### config.mk
export PLATFORM = sky130hd
export DESIGN_NAME = base32_to_base64_transcoder
export DESIGN_NICKNAME = d
export VERILOG_FILES = /design/src/hdl/b32b64_pkg.sv /design/src/hdl/base32_to_base64_transcoder.sv /design/src/hdl/b32b64_front.sv /design/src/hdl/b32b64_job_fifo.sv /design/src/hdl/b32b64_back.sv
export SDC_FILE = /design/constraint.sdc
export NUM_CORES = 1
export LEC_CHECK = 0
export BUFFER_PORTS_ARGS = -buffer_cell sky130_fd_sc_hd__buf_2
export CAP_MARGIN = 20
export CORE_MARGIN = 1
export CORE_UTILIZATION = 64
export CTS_BUF_LIST = sky130_fd_sc_hd__clkbuf_2 sky130_fd_sc_hd__clkbuf_4 sky130_fd_sc_hd__clkbuf_8
export DETAILED_ROUTE_END_ITERATION = 10
export MAX_ROUTING_LAYER = met4
export PLACE_DENSITY = 0.83
export REMOVE_ABC_BUFFERS = 1
export SETUP_SLACK_MARGIN = 0.02
export SLEW_MARGIN = 10
export SYNTH_ARGS = -nofsm -noshare
export SYNTH_HDL_FRONTEND = slang
export SYNTH_SLANG_ARGS = --single-unit
export TNS_END_PERCENT = 1
### constraint.sdc
create_clock -name clk -period 5.7 [get_ports clk]
set_input_delay 0.855 -clock clk [delete_from_list [all_inputs] [get_ports clk]]
set_output_delay 0.855 -clock clk [all_outputs]
set_load 0.005 [all_outputs]
### src/hdl/b32b64_pkg.sv
// shared types and constants for the base32 to base64 transcoder
`default_nettype none
package b32b64_pkg;

	localparam logic [7:0] CHAR_PAD = 8'h3d;
	localparam logic [7:0] CHAR_LF = 8'h0a;
	localparam logic [7:0] CHAR_NUL = 8'h00;

	typedef struct packed {
		logic [7:0] ch;
		logic has_ch;
		logic [1:0] pads;
		logic term;
		logic bad;
	} job_t;

endpackage
`default_nettype wire

### src/hdl/base32_to_base64_transcoder.sv
// top level of the base32 to base64 transcoder
//
//   channel   ports                          handshake
//   input     symbol                         push / full
//   result    out_char, last, bad_symbol     pop / empty
//
// one symbol is accepted per cycle while full is low; any job it yields passes the
// job queue and the output register; a terminator expands into up to four words,
// one per cycle from the back end unless pop stalls it, so the two-entry queue can
// fill; full follows the job queue only; the back end stalls on pop alone
// arst_n clears the bit buffer, counters, queue pointers and output valid flag
`default_nettype none
module base32_to_base64_transcoder (
	input wire clk,
	input wire arst_n,
	input wire [7:0] symbol,
	input wire push,
	output logic full,
	output logic empty,
	input wire pop,
	output logic [7:0] out_char,
	output logic last,
	output logic bad_symbol
);
	import b32b64_pkg::*;

	job_t new_job;
	logic new_job_valid;
	logic q_full;
	job_t head_job;
	logic head_valid;
	logic head_take;

	b32b64_front u_front (
		.clk(clk),
		.arst_n(arst_n),
		.symbol(symbol),
		.push(push),
		.full(full),
		.job(new_job),
		.job_valid(new_job_valid),
		.job_full(q_full)
	);

	b32b64_job_fifo u_fifo (
		.clk(clk),
		.arst_n(arst_n),
		.wr_en(push && new_job_valid),
		.wr_job(new_job),
		.full(q_full),
		.rd_job(head_job),
		.rd_valid(head_valid),
		.rd_en(head_take)
	);

	b32b64_back u_back (
		.clk(clk),
		.arst_n(arst_n),
		.head(head_job),
		.head_valid(head_valid),
		.take(head_take),
		.empty(empty),
		.pop(pop),
		.out_char(out_char),
		.last(last),
		.bad_symbol(bad_symbol)
	);

endmodule
`default_nettype wire

### src/hdl/b32b64_front.sv
// front end: classifies symbols, repacks bits and issues output jobs
`default_nettype none
module b32b64_front (
	input wire clk,
	input wire arst_n,
	input wire [7:0] symbol,
	input wire push,
	output logic full,
	output b32b64_pkg::job_t job,
	output logic job_valid,
	input wire job_full
);
	import b32b64_pkg::*;

	logic [9:0] bit_buffer_q;
	logic [2:0] bits_held_q;
	logic [1:0] emitted_mod_four_q;

	logic is_term;
	logic is_b32;
	logic [4:0] val;
	logic [15:0] flush_sh;
	logic [9:0] nb;
	logic [3:0] nh;
	logic [3:0] nh2;
	logic [9:0] keep_mask;
	logic [5:0] dig;
	logic [1:0] mod1;
	logic [9:0] buf_d;
	logic [2:0] held_d;
	logic [1:0] mod_d;
	logic accept;

	function automatic logic [7:0] b64_char(input logic [5:0] v);
		logic [7:0] r;
		if (v <= 6'd25) begin
			r = {2'b00, v} + 8'd65;
		end else if (v <= 6'd51) begin
			r = {2'b00, v} + 8'd71;
		end else if (v <= 6'd61) begin
			r = {2'b00, v} - 8'd4;
		end else if (v == 6'd62) begin
			r = 8'h2b;
		end else begin
			r = 8'h2f;
		end
		return r;
	endfunction

	assign full = job_full;
	assign accept = push && !job_full;

	always_comb begin
		logic [7:0] t;
		is_term = (symbol == CHAR_PAD) || (symbol == CHAR_LF) || (symbol == CHAR_NUL);
		is_b32 = 1'b0;
		val = 5'd0;
		t = 8'd0;
		if (symbol inside {[8'h41:8'h5a]}) begin
			is_b32 = 1'b1;
			t = symbol - 8'd65;
			val = t[4:0];
		end else if (symbol inside {[8'h32:8'h37]}) begin
			is_b32 = 1'b1;
			t = symbol - 8'd24;
			val = t[4:0];
		end
	end

	always_comb begin
		flush_sh = {6'd0, bit_buffer_q} << (3'd6 - bits_held_q);
		nb = {bit_buffer_q[4:0], val};
		nh = {1'b0, bits_held_q} + 4'd5;
		nh2 = nh - 4'd6;
		keep_mask = (10'd1 << nh2) - 10'd1;
		mod1 = emitted_mod_four_q + {1'b0, bits_held_q != 3'd0};

		job = '0;
		job_valid = 1'b0;
		buf_d = bit_buffer_q;
		held_d = bits_held_q;
		mod_d = emitted_mod_four_q;
		dig = 6'd0;

		if (is_term) begin
			job.ch = b64_char(flush_sh[5:0]);
			job.has_ch = bits_held_q != 3'd0;
			job.pads = 2'd0 - mod1;
			job.term = 1'b1;
			job_valid = job.has_ch || (job.pads != 2'd0);
			buf_d = 10'd0;
			held_d = 3'd0;
			mod_d = 2'd0;
		end else if (!is_b32) begin
			job.has_ch = 1'b1;
			job.bad = 1'b1;
			job_valid = 1'b1;
		end else if (nh >= 4'd6) begin
			dig = 6'(nb >> (nh - 4'd6));
			job.ch = b64_char(dig);
			job.has_ch = 1'b1;
			job_valid = 1'b1;
			buf_d = nb & keep_mask;
			held_d = nh2[2:0];
			mod_d = emitted_mod_four_q + 2'd1;
		end else begin
			buf_d = nb;
			held_d = nh[2:0];
		end
	end

	always_ff @(posedge clk or negedge arst_n) begin
		if (!arst_n) begin
			bit_buffer_q <= 10'd0;
			bits_held_q <= 3'd0;
			emitted_mod_four_q <= 2'd0;
		end else if (accept) begin
			bit_buffer_q <= buf_d;
			bits_held_q <= held_d;
			emitted_mod_four_q <= mod_d;
		end
	end

endmodule
`default_nettype wire

### src/hdl/b32b64_job_fifo.sv
// two-entry job queue between front end and back end
`default_nettype none
module b32b64_job_fifo (
	input wire clk,
	input wire arst_n,
	input wire wr_en,
	input wire b32b64_pkg::job_t wr_job,
	output logic full,
	output b32b64_pkg::job_t rd_job,
	output logic rd_valid,
	input wire rd_en
);
	import b32b64_pkg::*;

	job_t mem_q [2];
	logic wr_ptr_q;
	logic rd_ptr_q;
	logic [1:0] count_q;
	logic do_wr;
	logic do_rd;

	assign full = count_q == 2'd2;
	assign rd_valid = count_q != 2'd0;
	assign rd_job = mem_q[rd_ptr_q];
	assign do_wr = wr_en && !full;
	assign do_rd = rd_en && rd_valid;

	always_ff @(posedge clk) begin
		if (do_wr) begin
			mem_q[wr_ptr_q] <= wr_job;
		end
	end

	always_ff @(posedge clk or negedge arst_n) begin
		if (!arst_n) begin
			wr_ptr_q <= 1'b0;
			rd_ptr_q <= 1'b0;
			count_q <= 2'd0;
		end else begin
			if (do_wr) begin
				wr_ptr_q <= !wr_ptr_q;
			end
			if (do_rd) begin
				rd_ptr_q <= !rd_ptr_q;
			end
			count_q <= count_q + {1'b0, do_wr} - {1'b0, do_rd};
		end
	end

endmodule
`default_nettype wire

### src/hdl/b32b64_back.sv
// back end: expands jobs into output words with padding
`default_nettype none
module b32b64_back (
	input wire clk,
	input wire arst_n,
	input wire b32b64_pkg::job_t head,
	input wire head_valid,
	output logic take,
	output logic empty,
	input wire pop,
	output logic [7:0] out_char,
	output logic last,
	output logic bad_symbol
);
	import b32b64_pkg::*;

	logic [1:0] idx_q;
	logic out_valid_q;
	logic [2:0] total;
	logic final_word;
	logic ld;
	logic char_phase;

	assign total = {2'b00, head.has_ch} + {1'b0, head.pads};
	assign final_word = ({1'b0, idx_q} == (total - 3'd1));
	assign ld = head_valid && (!out_valid_q || pop);
	assign take = ld && final_word;
	assign char_phase = head.has_ch && (idx_q == 2'd0);
	assign empty = !out_valid_q;

	always_ff @(posedge clk) begin
		if (ld) begin
			out_char <= char_phase ? head.ch : CHAR_PAD;
			last <= head.term && final_word;
			bad_symbol <= head.bad;
		end
	end

	always_ff @(posedge clk or negedge arst_n) begin
		if (!arst_n) begin
			idx_q <= 2'd0;
			out_valid_q <= 1'b0;
		end else begin
			if (ld) begin
				idx_q <= final_word ? 2'd0 : idx_q + 2'd1;
				out_valid_q <= 1'b1;
			end else if (pop) begin
				out_valid_q <= 1'b0;
			end
		end
	end

endmodule
`default_nettype wire
==> metrics.md, run 1 <==
| Metric | Value |
|---|---|
| # setup viols final | 0 |
| Pins Over Slew Limit | 0 |
| TritonCTS buffer count | 5 |
| Mapped Area | 4299 sq um |
| Detail Route Antenna Nets | 0 |
| Yosys top cell area share | between 20% and 30% |
| Design Power | 2.627 mW |
| Vias in the first global route | 3318 |
| Vias per std cell | 6.708 |
| Data required time of the worst path | 5830 ps |
| Die W | 83.96 microns |
| Hold WC Path Type | input pin to async pin |
| Final wirelength | 9.162 mm |
| Library cells used by synthesis | 80 |
| Cells after synthesis | between 400 and 500 |
| DR iter-0 viols | ~350 |
| Setup Skew | around 5.3 ps |
| CTS tree | done |
| First-pass GRT wire length | 15.44 mm |
| Num rows | 29 |
| H-tree Lvls | 2 |
| Clock sinks | 54 |
| Ant diodes | 0 |
| Tmin final | 5166 ps |
| Max Cap Viol | 0 |
| Layout cells sized above 1 | 12.10% |
| Kind of cell adding the most delay to the critical path | compound AO/OA/AOI/OAI gates |
| Largest net degree at the start of global routing | 28 |
| RSZ-0062 raised after global routing | false |
| Slew HR | 30.35% |
| Leakage Power | 1.853 nW |
| Core Box Area | 6422 sq um |
| Critical path capture point type | flop |
| Top-count cell post-synth | edfxtp_1 |
| Slowest cell on crit path | o211ai_1 |
| VDD IR max | 0.3948 mV |
| CP Cell Sequence | buf_2 -> inv_1 -> ha_1 -> nor2b_1 -> o211ai_1 -> a21oi_1 -> or3_1 -> mux2i_1 -> a41o_1 -> inv_1 -> ha_1 -> nor2b_1 -> nor2_1 -> a21oi_1 -> nand2_1 -> o31a_1 -> a311o_1 -> a21oi_1 -> o21bai_1 |
| Total congestion overflow | 0 |
| Synth top cells by count | edfxtp_1, nand2_1, ha_1 |
| Worst path bufs/invs | 3 |
| Final period utilization | 90.63% |
| Setup_tns | 0 ps |
| Gr usage total | 27.88% |
| Post-synth EDFFs | 36 |
| Register area share after synthesis | a little over a third |
| Clock slew at reported path FFs | 90 ps |
| Die Ht | approximately 84 microns |
| Die area | 7049 sq um |
| Arrival time worst endpoint | 5300 ps |
| Hpwl dp | 6.819 mm |
| PwrDens | roughly 570 nW/um^2 |
| Antenna violations before repair | 0 |
| Worst path most repeated cell | a21oi_1 |
| Hold buffers post-CTS | 0 |
| Worst Setup Start Kind | input pin |
| Final GP Congestion | 0.9291 |
| Area grow syn2layout | 6.374% |
| Synth Warn # | 0 |
| Main synth FF type | edfxtp_1 |
| Syn avg cell area | around 9.5 sq um |
| Worst-path fanout max | 10 |
| Synth area leader | edfxtp_1 |
| Io pins | 24 |
| Max stage delay on crit path | approximately 550 ps |
| Routed WL per cell | 16.72 microns |
| Synth async-reset ratio | 33.33% |
| Failing checks | DRC |
| Worst slew pin tran | 1041 ps |
| Final hold viol count | 0 |
| FMAX | 0.1936 GHz |
| Drt pass-1 iters | 8 |
| Status | finished, violations left |
| Worst-Skew Late Latency | about 310 ps |
| CTS root buf | clkbuf_8 |
| Via count | 3676 |
| Final nets | about 520 |
| #FFs+latches synth | 54 |
| Max clock buf depth | 2 |
| Type of the worst setup path | input pin to flop |
| Initial core utilization | roughly two thirds |
| Residual DRC count | 10 |
| Port buffer count | 23 |
| Synth area leaders | edfxtp_1, dfrtp_1, ha_1 |
==> power by group <==
part | internal [mW] | switching, mW | total [mW]
logic | 0.649 | 1.09 | 1.74
clock network | 0.0915 | 0.123 | 0.215
registers | 0.578 | 0.0957 | 0.674
total | 1.32 | 1.31 | 2.63
==> stage by stage <==
step | hold slack (ps) | cell area [sq um] | utilization [%] | std cells | setup slack [ps]
6_report | 465.5 | 4573 | 71.21 | 548 | 533.8
3_5_place_dp | 483.2 | 4474 | 69.67 | 540 | 338.1
4_1_cts | 477.1 | 4566 | 71.09 | 548 | 510.8
2_1_floorplan | 451.5 | 4210 | - | 433 | 592.4
5_1_grt | 480.2 | 4573 | 71.21 | 548 | 170.9
3_3_place_gp | 480.1 | 4474 | 69.67 | 540 | 474.4
==> area by class of cell <==
type / instances / area, sq um
well taps: 77 / 96.34
clock inverters: 2 / 15.01
repair buffers: 30 / 167.7
clock buffers: 6 / 76.32
inverters: 28 / 105.1
flip-flops and latches: 54 / 1531
multi-input cells: 351 / 2581
fillers: 484 / 1849
==> worst register-to-register path: stages, from the launching register on <==
cell,delay (ps)
dfrtp_1,470
ha_1,440
xor2_2,340
inv_1,150
ha_1,480
inv_1,180
nand2_1,150
o311a_1,320
o41ai_1,60
a41o_1,340
inv_1,120
ha_1,300
nor2b_1,270
nor2_1,70
a21oi_1,180
nand2_1,80
o31a_1,360
a311o_1,390
a21oi_1,150
o21bai_1,160
==> cells in the final DEF (no fill, tap or decap), types with 5 or more instances in the layout <==
cell type / count
a211oi_1: 5
a21o_1: 7
a21oi_1: 20
a31oi_1: 9
and2_1: 6
buf_2: 23
buf_4: 7
clkbuf_8: 5
dfrtp_1: 18
edfxtp_1: 36
ha_1: 34
inv_1: 26
mux2i_1: 19
nand2_1: 35
nand2b_1: 7
nand3_1: 14
nand4_1: 6
nor2_1: 33
nor2b_1: 9
nor3_1: 10
o21a_1: 6
o21ai_0: 17
o21ai_1: 8
xnor2_1: 12
xor2_1: 5
==> cells by family after synthesis <==
kind of cell | after synthesis | share of synthesized area, %
buffers and inverters | 47 | 4.511
adder cells (fa/ha/maj) | 34 | 9.895
XOR/XNOR | 18 | 3.667
AND/OR/NAND/NOR | 148 | 18.28
flip-flops | 54 | 35.62
multiplexers | 24 | 6.257
AO/OA/AOI/OAI | 127 | 21.77
==> timing repair <==
item	4_1_cts	5_1_grt
setup endpoints to repair	0	2
buffers inserted	0	0
endpoints found under the hold margin	0	0
resized for setup	0	1
==> per-layer routing <==
| metal | wire [microns] | share of wire [%] | up-vias | track usage [%] |
|---|---|---|---|---|
| met5 | 0 | 0 | - | - |
| met4 | 182 | 2.0 | 0 | 10.97 |
| met3 | 494 | 5.4 | 21 | 2.473 |
| met2 | 4497 | 49 | 148 | 46.87 |
| met1 | 3987 | 44 | 1767 | 34.86 |
| li1 | - | - | 1740 | - |
==> registers in the layout, indices dropped and copies added, names as in the netlist, 2 cells and up <==
signal                      count
u_front.bits_held_q             3
u_fifo.count_q                  2
u_back.out_char                 8
u_back.idx_q                    2
u_front.bit_buffer_q            6
u_front.emitted_mod_four_q      2
u_fifo.mem_q                   26
==> worst paths after layout <==
kind	start	endpoint	slack, ps	depth (start not counted)
setup / recovery	symbol[0]	u_fifo.mem_q[1][9]	530	19
hold / removal	arst_n	u_front.emitted_mod_four_q[0]	470	1
setup reg to reg	u_front.bits_held_q[1]	u_fifo.mem_q[1][9]	540	19
hold reg to reg	u_fifo.wr_ptr_q	u_fifo.wr_ptr_q	500	1
max in group asynchronous	arst_n	u_front.bit_buffer_q[3]	4940	1
min in group clk	u_fifo.wr_ptr_q	u_fifo.wr_ptr_q	500	1
Power figures use the tool's default switching activity.
==> run 2: changes to the inputs <==
--- a/config.mk
+++ b/config.mk
@@ -11,6 +11,7 @@
 export CORE_UTILIZATION = 64
 export CTS_BUF_LIST = sky130_fd_sc_hd__clkbuf_2 sky130_fd_sc_hd__clkbuf_4 sky130_fd_sc_hd__clkbuf_8
 export DETAILED_ROUTE_END_ITERATION = 10
+export GPL_TIMING_DRIVEN = 0
 export MAX_ROUTING_LAYER = met4
 export PLACE_DENSITY = 0.83
 export REMOVE_ABC_BUFFERS = 1
==> metrics.md, run 2 (synthesis results as in run 1) <==
| Metric | Value |
|---|---|
| Arrival time worst endpoint | 5370 ps (+70 ps) |
| Status | finished, violations left |
| CTS resizes | 3 (+3) |
| Gr usage total | 27.59% (-0.28 points) |
| Routed WL per cell | 16.72 microns (about the same) |
| Setup Skew | 8.241 ps (+2.923 ps) |
| Total congestion overflow | 0 (unchanged) |
| Largest net degree at the start of global routing | 29 (+3.6%) |
| Design Power | 2.654 mW (+1.0%) |
| Io pins | 24 (unchanged) |
| VDD IR max | 0.3083 mV (-22%) |
| CTS root buf | clkbuf_8 |
| Final worst slack | 475.1 ps (-58.70 ps) |
| Max Cap Viol | 0 (unchanged) |
| Most frequent cells in the layout | edfxtp_1, nand2_1, nor2_1 |
| Tmin final | 5225 ps (+58.70 ps) |
| Core Box Area | 6422 sq um (unchanged) |
| Post-CTS setup buffers | 0 (unchanged) |
| Vias in the first global route | 3282 (-1.1%) |
| Final hold viol count | 0 (unchanged) |
| DP Worst Slack | -621.8 ps (-959.8 ps) |
| CTS tree | done |
| Critical path capture point type | flop |
| H-tree Lvls | 2 (unchanged) |
| RSZ-0062 raised after global routing | false |
| Failing checks | DRC |
| Clock slew at reported path FFs | 90 ps (about the same) |
| First-pass GRT wire length | 15.37 mm (-0.45%) |
| Pins Over Slew Limit | 0 (unchanged) |
| Hold buffers post-CTS | 0 (unchanged) |
| Hpwl dp | 6.560 mm (-3.8%) |
| Worst slew pin tran | 1026 ps (-14.79 ps) |
| Area grow syn2layout | 6.898% |
| M3 GR Usage | 3.759% (+1.3 points) |
| Reg2reg start | u_front.bits_held_q[0] |
| Filler cells | 475 (-1.9%) |
| Final period utilization | 91.66% (+1.0 points) |
| Met2 usage | 46.65% (-0.22 points) |
| DR iter-0 viols | 226 (-36%) |
| Max clock buf depth | 2 (unchanged) |
| Detail Route Antenna Nets | 0 (unchanged) |
| Die area | 7049 sq um (unchanged) |
| Leakage Power | 1.847 nW (-0.37%) |
| Final nets | 510 (-1.2%) |
| Final Instance Area | 4596 sq um (+0.49%) |
| Biggest register | u_fifo.mem_q |
| Worst-Skew Late Latency | 300 ps (about the same) |
| Layout cells sized above 1 | 12.04% (-0.059 points) |
| Ant diodes | 0 (unchanged) |
| Post-DP Area | 4422 sq um (-1.2%) |
| Die W | 83.96 microns (unchanged) |
| Hold WC Path Type | input pin to async pin |
| FF-to-FF path depth | 19 (unchanged) |
| Commonest non-fill, non-tap cell in the layout | edfxtp_1 |
| Final GP Congestion | 0.9238 (-0.57%) |
| # setup viols final | 0 (unchanged) |
| Data required time of the worst path | 5840 ps (about the same) |
| Reg-to-Reg End | u_fifo.mem_q[1][9] |
| Grt peak-use layer | met2 |
| PwrDens | 577.5 nW/um^2 (+0.55%) |
| Multi-input combinational cell area | 2616 sq um (+1.4%) |
| Placed cells | 533 (-1.3%) |
| Die Ht | 83.96 microns (unchanged) |
| Port buffer count | 23 (unchanged) |
| Register area | 1535 sq um (+0.24%) |
| Worst Setup Start Kind | flop |
| Vias per std cell | 6.594 (-1.7%) |
| Drt pass-1 iters | 7 (-1) |
| Clock sinks | 54 (unchanged) |
| GR Util met1 | 33.55% (-1.3 points) |
| Final wirelength | 9.063 mm (-1.1%) |
| Type of the worst setup path | flop to flop |
| Largest register FFs | 26 (unchanged) |
| Worst-path fanout max | 23 (+13) |
| Initial core utilization | 66.94% (unchanged) |
| Final cell count without fillers | 542 (-1.1%) |
| Num rows | 29 (unchanged) |
| Slew HR | 31.34% (+0.99 points) |
| TritonCTS buffer count | 5 (unchanged) |
| Residual DRC count | 10 (unchanged) |
| Via count | 3574 (-2.8%) |
| Antenna violations before repair | 0 (unchanged) |
| FMAX | 0.1914 GHz (-1.1%) |
| Internal reg-to-reg setup slack | 480 ps (-60 ps) |
| Top flop regs | u_fifo.mem_q x26, u_back.out_char x8, u_front.bit_buffer_q x6 |
-- run 2: cell types whose count changed in the layout (fill, tap and decap cells not counted), sizes merged --
cell      delta
bufinv       +1
clkinvlp     -2
clkbuf       +1
buf          -6
-- run 2: layout make-up --
class,count,share of cell area [%]
Timing Repair Buffer,24,2.668
Tap cell,77,2.096
Clock inverter,1,0.6534
Inverter,28,2.287
Sequential cell,54,33.41
Multi-Input combinational cell,351,56.93
Clock buffer,7,1.960
-- run 2: power breakdown --
| group | switching (mW) | internal (mW) | total, mW |
|---|---|---|---|
| clock | 0.116 | 0.148 | 0.264 |
| combinational | 1.04 | 0.648 | 1.69 |
| sequential | 0.124 | 0.580 | 0.704 |
| total | 1.28 | 1.38 | 2.65 |
-- run 2: critical path, stage by stage (launching register included) --
cell and delay [ps]:
dfrtp_4 630, ha_2 370, xor2_2 340, inv_1 150, ha_1 490, inv_1 200
nand2_1 150, o311a_1 320, o41ai_1 60, a41o_2 270, inv_1 90, ha_1 280
nor2b_1 270, nor2_1 60, a21oi_1 210, nand2_1 100, o31a_1 370, a311o_1 390
a21oi_1 150, o21bai_1 150
-- run 2: metrics by stage --
stage               TNS (ps)  util [%]  hold slack, ps
finish                     0     71.56           461.0
global placement       -2753     68.85           482.9
CTS                        0     70.89           467.0
floorplan                  0         -           451.5
detailed placement     -4959     68.85           483.7
global route               0     71.56           493.8
-- run 2: how the worst max path moves through the flow --
stage / slack (ps) / end / cells past startpoint / start
CTS: 30 / u_fifo.mem_q[0][9] / 19 / u_front.bits_held_q[0]
global route: 20 / u_fifo.mem_q[1][9] / 19 / u_front.bits_held_q[0]
finish: 480 / u_fifo.mem_q[1][9] / 19 / u_front.bits_held_q[0]
floorplan: 590 / u_fifo.mem_q[0][9] / 18 / u_front.bits_held_q[0]
global placement: -440 / u_fifo.mem_q[1][9] / 18 / u_front.bits_held_q[0]
detailed placement: -620 / u_fifo.mem_q[1][9] / 18 / u_front.bits_held_q[0]
-- run 2: layer usage --
| layer | vias to the layer above | wire, microns |
|---|---|---|
| li1 | 1728 | - |
| met1 | 1717 | 3879 |
| met2 | 109 | 4544 |
| met3 | 20 | 430 |
| met4 | 0 | 209 |
| met5 | - | 0 |
